**config.mk**
```make
export PLATFORM = sky130hd
export DESIGN_NAME = quality_weighted_damper
export DESIGN_NICKNAME = d
export VERILOG_FILES = /design/src/rtl/core/qwd_pkg.sv /design/src/rtl/core/qwd_damp_out.sv /design/src/rtl/core/quality_weighted_damper.sv
export SDC_FILE = /design/constraint.sdc
export NUM_CORES = 2
export LEC_CHECK = 0
export BUFFER_PORTS_ARGS = -buffer_cell sky130_fd_sc_hd__buf_4
export CAP_MARGIN = 20
export CORE_UTILIZATION = 50
export CTS_BUF_LIST = sky130_fd_sc_hd__clkbuf_16
export CTS_CLUSTER_SIZE = 20
export DETAILED_ROUTE_END_ITERATION = 10
export PLACE_DENSITY_LB_ADDON = 0.05
export SYNTH_ARGS = -nofsm -noshare
export SYNTH_HDL_FRONTEND = slang
export SYNTH_SLANG_ARGS = --single-unit
```
**constraint.sdc**
```tcl
create_clock -name clk -period 12.35 [get_ports clk]
set_input_delay 2.47 -clock clk [delete_from_list [all_inputs] [get_ports clk]]
set_output_delay 2.47 -clock clk [all_outputs]
set_load 0.05 [all_outputs]
```
**src/rtl/core/qwd_pkg.sv**
```systemverilog
`timescale 1ns / 1ps
// ----------------------------------------------------------------------------
// qwd_pkg: shared types and codes for the quality weighted damper
// Outcome codes, register indexes, the weight unity constant and the
// per-request flag struct that travels down the pipeline.
// ----------------------------------------------------------------------------
package qwd_pkg;

  // configuration port
  localparam int unsigned CFG_IDX_BITS  = 3;
  localparam int unsigned CFG_DATA_BITS = 24;

  localparam logic [CFG_IDX_BITS-1:0] REG_QUALITY_START = 3'd0;
  localparam logic [CFG_IDX_BITS-1:0] REG_WEIGHT_SLOPE  = 3'd1;
  localparam logic [CFG_IDX_BITS-1:0] REG_WEIGHT_CUT    = 3'd2;
  localparam logic [CFG_IDX_BITS-1:0] REG_MIN_CODE      = 3'd3;
  localparam logic [CFG_IDX_BITS-1:0] REG_NODATA        = 3'd4;
  localparam logic [CFG_IDX_BITS-1:0] REG_UNDETECT      = 3'd5;
  localparam logic [CFG_IDX_BITS-1:0] REG_OUT_UNDETECT  = 3'd6;

  // result outcome codes
  localparam logic [1:0] OUT_PASS   = 2'd0;
  localparam logic [1:0] OUT_LOWQ   = 2'd1;
  localparam logic [1:0] OUT_BELOW  = 2'd2;
  localparam logic [1:0] OUT_DAMPED = 2'd3;

  // weight of 1.0 in Q16
  localparam logic [16:0] W_ONE = 17'h10000;

  typedef struct packed {
    logic marker;     // data code is nodata or undetect
    logic low_q;      // weight below cut
    logic below_min;  // data below minimum
  } qwd_flags_t;

endpackage

```
**src/rtl/core/qwd_damp_out.sv**
```systemverilog
`timescale 1ns / 1ps
// ----------------------------------------------------------------------------
// qwd_damp_out: final add, round and saturate
// Adds the minimum offset and the half-LSB to the damped product, clamps
// to the code range and picks the result code by priority of the flags.
// ----------------------------------------------------------------------------
module qwd_damp_out #(
  parameter int unsigned DATA_BITS = 8,
  parameter int unsigned PV_W      = 34
) (
  input  qwd_pkg::qwd_flags_t   flags,
  input  logic [DATA_BITS-1:0]  data_code,
  input  logic [PV_W-1:0]       prod_v,
  input  logic [16:0]           min_code_q8,
  input  logic [7:0]            out_undetect_code,
  output logic [DATA_BITS-1:0]  out_code,
  output logic [1:0]            outcome
);
  import qwd_pkg::*;

  localparam int unsigned V_W = PV_W + 2;

  logic signed [V_W-1:0] min_term;
  logic signed [V_W-1:0] half_term;
  logic signed [V_W-1:0] sum_v;
  logic [DATA_BITS-1:0]  damped;

  assign min_term  = $signed({{(V_W-33){min_code_q8[16]}}, min_code_q8, 16'h0000});
  assign half_term = $signed({{(V_W-24){1'b0}}, 1'b1, 23'h000000});
  assign sum_v     = min_term + $signed({2'b00, prod_v}) + half_term;

  always_comb begin
    if (sum_v[V_W-1]) begin
      damped = '0;
    end else if (|sum_v[V_W-2:24+DATA_BITS]) begin
      damped = '1;
    end else begin
      damped = sum_v[24+DATA_BITS-1:24];
    end
  end

  always_comb begin
    if (flags.marker) begin
      out_code = data_code;
      outcome  = OUT_PASS;
    end else if (flags.low_q) begin
      out_code = DATA_BITS'(out_undetect_code);
      outcome  = OUT_LOWQ;
    end else if (flags.below_min) begin
      out_code = DATA_BITS'(out_undetect_code);
      outcome  = OUT_BELOW;
    end else begin
      out_code = damped;
      outcome  = OUT_DAMPED;
    end
  end

endmodule

```
**src/rtl/core/quality_weighted_damper.sv**
```systemverilog
`timescale 1ns / 1ps
// ----------------------------------------------------------------------------
// quality_weighted_damper: damps a coded data pixel by its quality weight
//
// Input channel: in_valid / in_stall carry one request, a data code and its
// quality code. A request is taken at a clock edge with in_valid high and
// in_stall low. Result channel: out_valid / out_stall carry out_code and
// out_outcome (pass marker, low quality, below minimum, damped).
// Configuration: cfg_we writes cfg_data into register cfg_index at the
// clock edge; write only while no request is in flight.
// Pipeline: a request taken at the input passes through four internal
// stages and then the output register, the first stage loaded at the edge
// that takes the request.
// Throughput: one request per clock while out_stall is low; the two
// multipliers (quality times slope, offset times weight) each own a stage.
// Stall: each stage moves when the one after it is empty or moving, so
// bubbles close up behind a stalled result and in_stall rises only once
// every stage holds a request.
// Reset: rst_n low (synchronous) empties the pipeline and loads register
// defaults.
// ----------------------------------------------------------------------------
module quality_weighted_damper #(
  parameter int unsigned DATA_BITS    = 8,
  parameter int unsigned QUALITY_BITS = 8
) (
  input  logic                              clk,
  input  logic                              rst_n,
  // config
  input  logic                              cfg_we,
  input  logic [qwd_pkg::CFG_IDX_BITS-1:0]  cfg_index,
  input  logic [qwd_pkg::CFG_DATA_BITS-1:0] cfg_data,
  // input channel
  input  logic                              in_valid,
  output logic                              in_stall,
  input  logic [DATA_BITS-1:0]              in_data_code,
  input  logic [QUALITY_BITS-1:0]           in_quality_code,
  // result channel
  output logic                              out_valid,
  input  logic                              out_stall,
  output logic [DATA_BITS-1:0]              out_code,
  output logic [1:0]                        out_outcome
);
  import qwd_pkg::*;

  // quality offset and data offset, signed Q.8
  localparam int unsigned DQ_W = QUALITY_BITS + 10;
  localparam int unsigned DX_W = DATA_BITS + 10;
  // weight product (before >> 8) and damped product
  localparam int unsigned PW_W = DQ_W - 1 + 24;
  localparam int unsigned PV_W = DX_W - 1 + 17;

  // ---------------- configuration registers ----------------
  logic [16:0] quality_start_r;
  logic [23:0] weight_slope_r;
  logic [16:0] weight_cut_r;
  logic [16:0] min_code_r;
  logic [7:0]  nodata_r;
  logic [7:0]  undetect_r;
  logic [7:0]  out_undetect_r;

  always_ff @(posedge clk) begin
    if (!rst_n) begin
      quality_start_r <= 17'd32768;
      weight_slope_r  <= 24'd1049;
      weight_cut_r    <= 17'd0;
      min_code_r      <= 17'd0;
      nodata_r        <= 8'd255;
      undetect_r      <= 8'd0;
      out_undetect_r  <= 8'd0;
    end else if (cfg_we) begin
      case (cfg_index)
        REG_QUALITY_START: quality_start_r <= cfg_data[16:0];
        REG_WEIGHT_SLOPE:  weight_slope_r  <= cfg_data[23:0];
        REG_WEIGHT_CUT:    weight_cut_r    <= cfg_data[16:0];
        REG_MIN_CODE:      min_code_r      <= cfg_data[16:0];
        REG_NODATA:        nodata_r        <= cfg_data[7:0];
        REG_UNDETECT:      undetect_r      <= cfg_data[7:0];
        REG_OUT_UNDETECT:  out_undetect_r  <= cfg_data[7:0];
        default: ;  // unknown index: ignored
      endcase
    end
  end

  // ---------------- stage handshake ----------------
  // stage k advances when it is empty or its successor advances
  logic v1_r, v2_r, v3_r, v4_r, out_valid_r;
  logic rdy1, rdy2, rdy3, rdy4, rdy5;

  assign rdy5     = !out_valid_r || !out_stall;
  assign rdy4     = !v4_r || rdy5;
  assign rdy3     = !v3_r || rdy4;
  assign rdy2     = !v2_r || rdy3;
  assign rdy1     = !v1_r || rdy2;
  assign in_stall = !rdy1;

  always_ff @(posedge clk) begin
    if (!rst_n) begin
      v1_r        <= 1'b0;
      v2_r        <= 1'b0;
      v3_r        <= 1'b0;
      v4_r        <= 1'b0;
      out_valid_r <= 1'b0;
    end else begin
      if (rdy1) v1_r        <= in_valid;
      if (rdy2) v2_r        <= v1_r;
      if (rdy3) v3_r        <= v2_r;
      if (rdy4) v4_r        <= v3_r;
      if (rdy5) out_valid_r <= v4_r;
    end
  end

  // ---------------- stage 1: offsets and marker test ----------------
  logic signed [DQ_W-1:0] dq_nxt;
  logic signed [DX_W-1:0] dx_nxt;
  qwd_flags_t             fl1_nxt;

  logic [DATA_BITS-1:0]   x1_r;
  logic signed [DQ_W-1:0] dq1_r;
  logic signed [DX_W-1:0] dx1_r;
  qwd_flags_t             fl1_r;

  assign dq_nxt = $signed({2'b00, in_quality_code, 8'h00})
                - $signed({{(DQ_W-17){quality_start_r[16]}}, quality_start_r});
  assign dx_nxt = $signed({2'b00, in_data_code, 8'h00})
                - $signed({{(DX_W-17){min_code_r[16]}}, min_code_r});

  always_comb begin
    fl1_nxt.marker    = (in_data_code == DATA_BITS'(nodata_r))
                     || (in_data_code == DATA_BITS'(undetect_r));
    fl1_nxt.low_q     = 1'b0;
    fl1_nxt.below_min = dx_nxt[DX_W-1];
  end

  always_ff @(posedge clk) begin
    if (rdy1) begin
      x1_r  <= in_data_code;
      dq1_r <= dq_nxt;
      dx1_r <= dx_nxt;
      fl1_r <= fl1_nxt;
    end
  end

  // ---------------- stage 2: quality offset times slope ----------------
  logic [DQ_W-2:0]        dq_pos;
  logic [PW_W-1:0]        prod_w2_r;
  logic [DATA_BITS-1:0]   x2_r;
  logic signed [DX_W-1:0] dx2_r;
  qwd_flags_t             fl2_r;

  // non-positive offset gives zero weight
  assign dq_pos = (!dq1_r[DQ_W-1] && (|dq1_r)) ? dq1_r[DQ_W-2:0] : '0;

  always_ff @(posedge clk) begin
    if (rdy2) begin
      prod_w2_r <= dq_pos * weight_slope_r;
      x2_r      <= x1_r;
      dx2_r     <= dx1_r;
      fl2_r     <= fl1_r;
    end
  end

  // ---------------- stage 3: saturate weight, cut test ----------------
  logic [16:0]            w_c;
  qwd_flags_t             fl3_nxt;
  logic [16:0]            w3_r;
  logic [DATA_BITS-1:0]   x3_r;
  logic signed [DX_W-1:0] dx3_r;
  qwd_flags_t             fl3_r;

  always_comb begin
    if ((|prod_w2_r[PW_W-1:25]) || (prod_w2_r[24:8] > W_ONE)) begin
      w_c = W_ONE;
    end else begin
      w_c = prod_w2_r[24:8];
    end
    fl3_nxt       = fl2_r;
    fl3_nxt.low_q = (w_c < weight_cut_r);
  end

  always_ff @(posedge clk) begin
    if (rdy3) begin
      w3_r  <= w_c;
      x3_r  <= x2_r;
      dx3_r <= dx2_r;
      fl3_r <= fl3_nxt;
    end
  end

  // ---------------- stage 4: data offset times weight ----------------
  logic [PV_W-1:0]      prod_v4_r;
  logic [DATA_BITS-1:0] x4_r;
  qwd_flags_t           fl4_r;

  // a negative offset is overridden by the below-minimum flag
  always_ff @(posedge clk) begin
    if (rdy4) begin
      prod_v4_r <= dx3_r[DX_W-2:0] * w3_r;
      x4_r      <= x3_r;
      fl4_r     <= fl3_r;
    end
  end

  // ---------------- stage 5: round, saturate, output register ----------------
  logic [DATA_BITS-1:0] code_nxt;
  logic [1:0]           outcome_nxt;
  logic [DATA_BITS-1:0] out_code_r;
  logic [1:0]           out_outcome_r;

  qwd_damp_out #(
    .DATA_BITS (DATA_BITS),
    .PV_W      (PV_W)
  ) u_damp_out (
    .flags             (fl4_r),
    .data_code         (x4_r),
    .prod_v            (prod_v4_r),
    .min_code_q8       (min_code_r),
    .out_undetect_code (out_undetect_r),
    .out_code          (code_nxt),
    .outcome           (outcome_nxt)
  );

  always_ff @(posedge clk) begin
    if (rdy5) begin
      out_code_r    <= code_nxt;
      out_outcome_r <= outcome_nxt;
    end
  end

  assign out_valid   = out_valid_r;
  assign out_code    = out_code_r;
  assign out_outcome = out_outcome_r;

  // ---------------- assertions ----------------
  // input backs up only when every stage is occupied
  a_stall_full: assert property (@(posedge clk) disable iff (!rst_n)
    in_stall |-> (v1_r && v2_r && v3_r && v4_r && out_valid_r))
    else $error("input stalled with a free stage");

  // an accepted request lands in stage 1
  a_accept_lands: assert property (@(posedge clk) disable iff (!rst_n)
    (in_valid && !in_stall) |=> v1_r)
    else $error("accepted request lost at stage 1");

  // weight never exceeds unity
  a_weight_sat: assert property (@(posedge clk) disable iff (!rst_n)
    v3_r |-> (w3_r <= W_ONE))
    else $error("weight above 1.0");

  // reset empties the pipeline
  a_reset_empty: assert property (@(posedge clk)
    $past(!rst_n) |-> (!v1_r && !out_valid_r))
    else $error("pipeline not empty after reset");

endmodule
```
Yosys cells after proc, flatten, opt, wreduce, memory -nomap -nowiden:

Index checks and enable logic that the tools add are counted.

* bits in registers: 317
* word-level logic and storage cells: 89
* output and inout port bits: 12
* input bits: 48

* $add $sub $neg: 4
* reduce and logical (&&, ||, !) cells: 28
* mux-type cells: 9
* eq/ne operators: 8
* order comparisons: 2
* multipliers: 2

Operators by type and width (number)
* $mul 17x24->41: 1
* $mux 8: 5
* $add 33x35->36: 1
* $add 36x25->36 const B: 1
* $sub 17x17->18: 2
* $mul 17x17->34: 1
* $mux 17: 2
* $reduce_or 18->1: 1
* $gt 17x17->1 const B: 1
* $lt 17x17->1: 1
* $eq 8x8->1: 2
* $reduce_or 16->1: 1
* $reduce_and 2->1: 7
* $eq 3x3->1 const B: 3
* $logic_not 1->1: 8
* $logic_or 1x1->1: 7
* $eq 3x2->1 const B: 2
* $eq 3x1->1 const B: 1
* $logic_not 3->1: 1
* $reduce_or 3->1: 1
* $mux 1: 2
* $reduce_or 2->1: 1
* $logic_and 1x1->1: 1

Depth between registers and ports, before layout:

* depth after elaboration: 8
* mapped depth: 29

By module:

From an unflattened synthesis, not the netlist that was laid out.

* cell total of the unflattened synthesis: 3744
* area total of the unflattened synthesis: 35486.5 um2

By module, submodules not included
* quality_weighted_damper: area each 34139.0 um2, cells each 3555, times used 1
* qwd_damp_out: area each 1347.5 um2, cells each 189, times used 1

Worst setup path after synthesis:

Ideal clock, no wire load.

* path type: in2out
* start: in out_stall
* end: out in_stall
* stages on the path: 4
* required time: 9880 ps
* data arrival time: 4727 ps
* setup slack: 5153 ps
* cells stage by stage: and3_1 -> and2_1 -> nand3_1 -> inv_1

* word-level cells in the longest chain between the ends: 7

RTL lines
* start, declared: RTL line quality_weighted_damper.sv:39 `input logic out_stall,`
* $logic_not 1->1: RTL line quality_weighted_damper.sv:89 `assign rdy5 = !out_valid_r || !out_stall;`
* $logic_or 1x1->1: RTL line quality_weighted_damper.sv:89
* $logic_or 1x1->1: RTL line quality_weighted_damper.sv:90 `assign rdy4 = !v4_r || rdy5;`
* $logic_or 1x1->1: RTL line quality_weighted_damper.sv:91 `assign rdy3 = !v3_r || rdy4;`
* $logic_or 1x1->1: RTL line quality_weighted_damper.sv:92 `assign rdy2 = !v2_r || rdy3;`
* $logic_or 1x1->1: RTL line quality_weighted_damper.sv:93 `assign rdy1 = !v1_r || rdy2;`
* $logic_not 1->1: RTL line quality_weighted_damper.sv:94 `assign in_stall = !rdy1;`
* end, declared: RTL line quality_weighted_damper.sv:34 `output logic in_stall,`

No other way between the ends.

Final worst setup path:

* start: reg dq1_r[13]
* end: reg prod_w2_r[39] (data pin)

* word-level cells in the longest chain between the ends: 4

RTL lines
* start, declared: RTL line quality_weighted_damper.sv:118 `logic signed [DQ_W-1:0] dq1_r;`
* start signal, assigned: RTL line quality_weighted_damper.sv:137 `dq1_r <= dq_nxt;`
* $reduce_or 18->1: RTL line quality_weighted_damper.sv:151 `assign dq_pos = (!dq1_r[DQ_W-1] && (|dq1_r)) ? dq1_r[DQ_W-2:0] : '0;`
* $logic_and 1x1->1: RTL line quality_weighted_damper.sv:151
* $mux 17 *: RTL line quality_weighted_damper.sv:151
* $mul 17x24->41 *: RTL line quality_weighted_damper.sv:155 `prod_w2_r <= dq_pos * weight_slope_r;`
* end signal, assigned: RTL line quality_weighted_damper.sv:155
* end, declared: RTL line quality_weighted_damper.sv:145 `logic [PW_W-1:0] prod_w2_r;`

Every way passes the cells marked *; elsewhere a longest branch is shown, timed or not.
A chain may end at the register's enable or synchronous reset.

==> qor.yml <==
outcome:
  status: "finished clean"
power_and_ir_drop:
  leakage_nw: 17.1
  irDropWorstVdd_mv: 0.0917
  p_sw_mw: 2.02
  intPower_mw: 2.76
  report.power.total_mw: 4.78
  clkPwrFrac_pct: 20.2
  p_per_area_nw_per_um2: 133
  power.sequential.fraction_pct: 30.8
  share_comb_of_total_power_pct: 49.0
  switching_share_pct: 42.3
drt:
  post_drt_antenna_nets: 0
  detail_route.vias_per_cell: 5.38
  post_drt_wl_per_cell_um: 20.6
  drcViolationCount: 0
  drt_pass1_iterations: 5
  initial_drc_count: 1407
  route.final.wire_length_um: 90500
  detailroute.via_count: 23672
critical_path:
  critical-path-top-delay-family: "adder cells"
  rr_startpoint: "dq1_r[13]"
  crit_top_cell: "sky130_fd_sc_hd__fa_1"
  critPathLaunchType: "register"
  cpMaxStageDelayCell: "sky130_fd_sc_hd__and2_1"
  timing.critical_path.fanout_max: 85
  critPathRequiredTime_ps: 12640
  cp_slowest_stage_delay_ps: 760
  critPathBufInv: 6
  crit_type: "register to register"
  crit_path_end_kind: "register"
  timing.critical_path.from: "dq1_r[13]"
  cp_data_arrival_time_ps: 8880
clock_network:
  setup_fix_buffers_added_after_clock_tree_synthesis: 0
  cts_h_tree_depth: 2
  cts.repair.resized: 0
  cts_inserted_buffers: 35
  clock_latency_ps: 560
  clockBufferDepth: 3
  clock_tree.root_cell: "sky130_fd_sc_hd__clkbuf_16"
  clkSlewWorstSetupHoldPaths_ps: 70
  postCtsHoldBufs: 0
  cts.sinks: 293
  tritoncts_clock_tree: "yes"
min_path:
  min-delay-path-class: "register to register"
  worstHoldStart: "dx2_r[10]"
logic_synthesis:
  postSynth.topFlopCell: "sky130_fd_sc_hd__edfxtp_1"
  synth_fp_nets: 4424
  syn_inst: 3540
  synth_area_per_cell_um2: 9.53
  seq_area_frac_synth_pct: 23.0
  post_synth_instance_area_um2: 33700
  synth_edf_count: 189
  synth.ff_latch_count: 293
  yosysWarningCount: 0
  asyncSetResetFlopFracSynth_pct: 0
  post_synth_num_cell_types: 59
timing:
  finalCriticalPeriod_ps: 8590
  max_slew_margin_pct: 28.8
  tns_ps: 0
  finalClockSkew_ps: 20.9
  final-max-slew-violation-count: 0
  max_freq_ghz: 0.116
  final.period_utilization_pct: 69.6
  setup-violations-final: 0
  final_hold_viol_count: 0
  tightest_slew_ps: 1070
  rsz_0062_raised_after_global_routing: "false"
floorplanning:
  start_util_pct: 51.0
  coreArea_um2: 66200
  ioPinCount: 60
  die_x_um: 262
  die_span_y_um: 262
  floorplan.die_area_um2: 68500
  num_rows: 94
grt:
  grt.busiest_layer: "met2"
  grt_max_degree: 105
  grt.met3_usage_pct: 4.90
  first_global_vias: 25631
  grt.total_usage_pct: 27.6
  antenna_found_initial: 2
  grt.overflow.total: 0
  grt_pass1_wl_um: 143000
  grt.met2_usage_pct: 46.2
  met1_track_demand_over_resource_in_global_routing_pct: 35.8
layout:
  layoutNonFillerInstCount: 4399
  drive_above_1_share_pct: 4.30
  layout_common_cells: "sky130_fd_sc_hd__inv_1, sky130_fd_sc_hd__nand2_1, sky130_fd_sc_hd__fa_1, sky130_fd_sc_hd__ha_1, sky130_fd_sc_hd__edfxtp_1"
  area_growth_pct: 6.64
  mostFrequentLayoutCell: "sky130_fd_sc_hd__inv_1"
  fillCellCount: 6030
  area_occupied_by_multi_input_gates_um2: 22700
  final_cell_area_um2: 36000
  layout.nets: 4392
  antenna_cells: 0
  seqCellArea_um2: 7760
  utilization_pct: 54.3
placement:
  port-buffer-count: 59
  placed_area_um2: 34900
  place.detailed.hpwl_um: 68800
  gp_congestion: 0.912
  placed_cells_incl_taps: 4332
job:
  maxCapViolCount: 0
final cells by class:
type,instances,area share (%)
clock buffers,35,2.43
clock inverters,29,0.522
inverters,714,7.45
multi-input cells,2378,63.2
flip-flops and latches,293,21.6
well taps,864,3.00
repair buffers,86,1.83
cells by family (layout without fill, tap and decap cells):
group / count (synthesis) / in the layout / share of synthesized area, %
XOR/XNOR: 104 / 104 / 2.70
AO/OA/AOI/OAI: 274 / 274 / 5.62
AND/OR/NAND/NOR: 1164 / 1164 / 15.8
buffers and inverters: 869 / 864 / 9.67
flip-flops: 293 / 293 / 23.0
adder cells (fa/ha/maj): 836 / 836 / 43.2
flip-flops by register name, indices dropped and copies added (netlist names), 17 cells and up:
register         cells
dx1_r               17
w3_r                17
weight_slope_r      24
weight_cut_r        17
quality_start_r     17
dx2_r               17
dx3_r               17
prod_w2_r           33
prod_v4_r           18
min_code_r          17
dq1_r               18
metrics by stage:
step / hold WS, ps / setup WS (ps)
finish: 412 / 3760
global route: 421 / 3280
CTS: 406 / 3790
detailed placement: 405 / 3810
global placement: 400 / 3990
floorplan: 400 / 5150
power groups by stage:
stage / registers, mW / clock network, mW / logic [mW]
2_1_floorplan: 1.37 / 0 / 1.74
3_3_place_gp: 1.48 / 0 / 2.30
3_5_place_dp: 1.49 / 0 / 2.35
4_1_cts: 1.47 / 0.991 / 2.38
5_1_grt: 1.49 / 1.03 / 2.71
6_report: 1.47 / 0.965 / 2.34
Yosys cell counts, types with 16 or more instances:
library cell               number  area share, %
sky130_fd_sc_hd__o21a_1        18           0.40
sky130_fd_sc_hd__nor2b_1       19           0.35
sky130_fd_sc_hd__dfxtp_1      104            6.2
sky130_fd_sc_hd__a21oi_1       60           0.89
sky130_fd_sc_hd__fa_1         549             33
sky130_fd_sc_hd__xnor2_1       77            2.0
sky130_fd_sc_hd__inv_1        714            7.9
sky130_fd_sc_hd__ha_1         287             11
sky130_fd_sc_hd__and2_1       185            3.4
sky130_fd_sc_hd__and3_1        84            1.6
sky130_fd_sc_hd__nor2_1        55           0.61
sky130_fd_sc_hd__o21ai_0       16           0.24
sky130_fd_sc_hd__clkbuf_1     149            1.7
sky130_fd_sc_hd__nand3_1       25           0.37
sky130_fd_sc_hd__a21boi_0      87            1.9
sky130_fd_sc_hd__xor2_1        27           0.70
sky130_fd_sc_hd__nor3_1        28           0.42
sky130_fd_sc_hd__nand2_1      708            7.9
sky130_fd_sc_hd__a21o_1        17           0.38
sky130_fd_sc_hd__edfxtp_1     189             17
metal layers:
| layer | vias to the layer above | part of all wire [%] |
|---|---|---|
| met5 | - | 0.025 |
| met2 | 724 | 48 |
| li1 | 10804 | - |
| met3 | 182 | 6.7 |
| met1 | 11958 | 41 |
| met4 | 4 | 3.9 |
worst paths after layout:
check | endpoint | slack (ps) | depth (start not counted)
setup / recovery | prod_w2_r[39] | 3760 | 28
hold reg to reg | dx3_r[10] | 410 | 0
hold / removal | dx3_r[10] | 410 | 0
setup reg to reg | prod_w2_r[39] | 3760 | 28
Power figures use the tool's default switching activity.
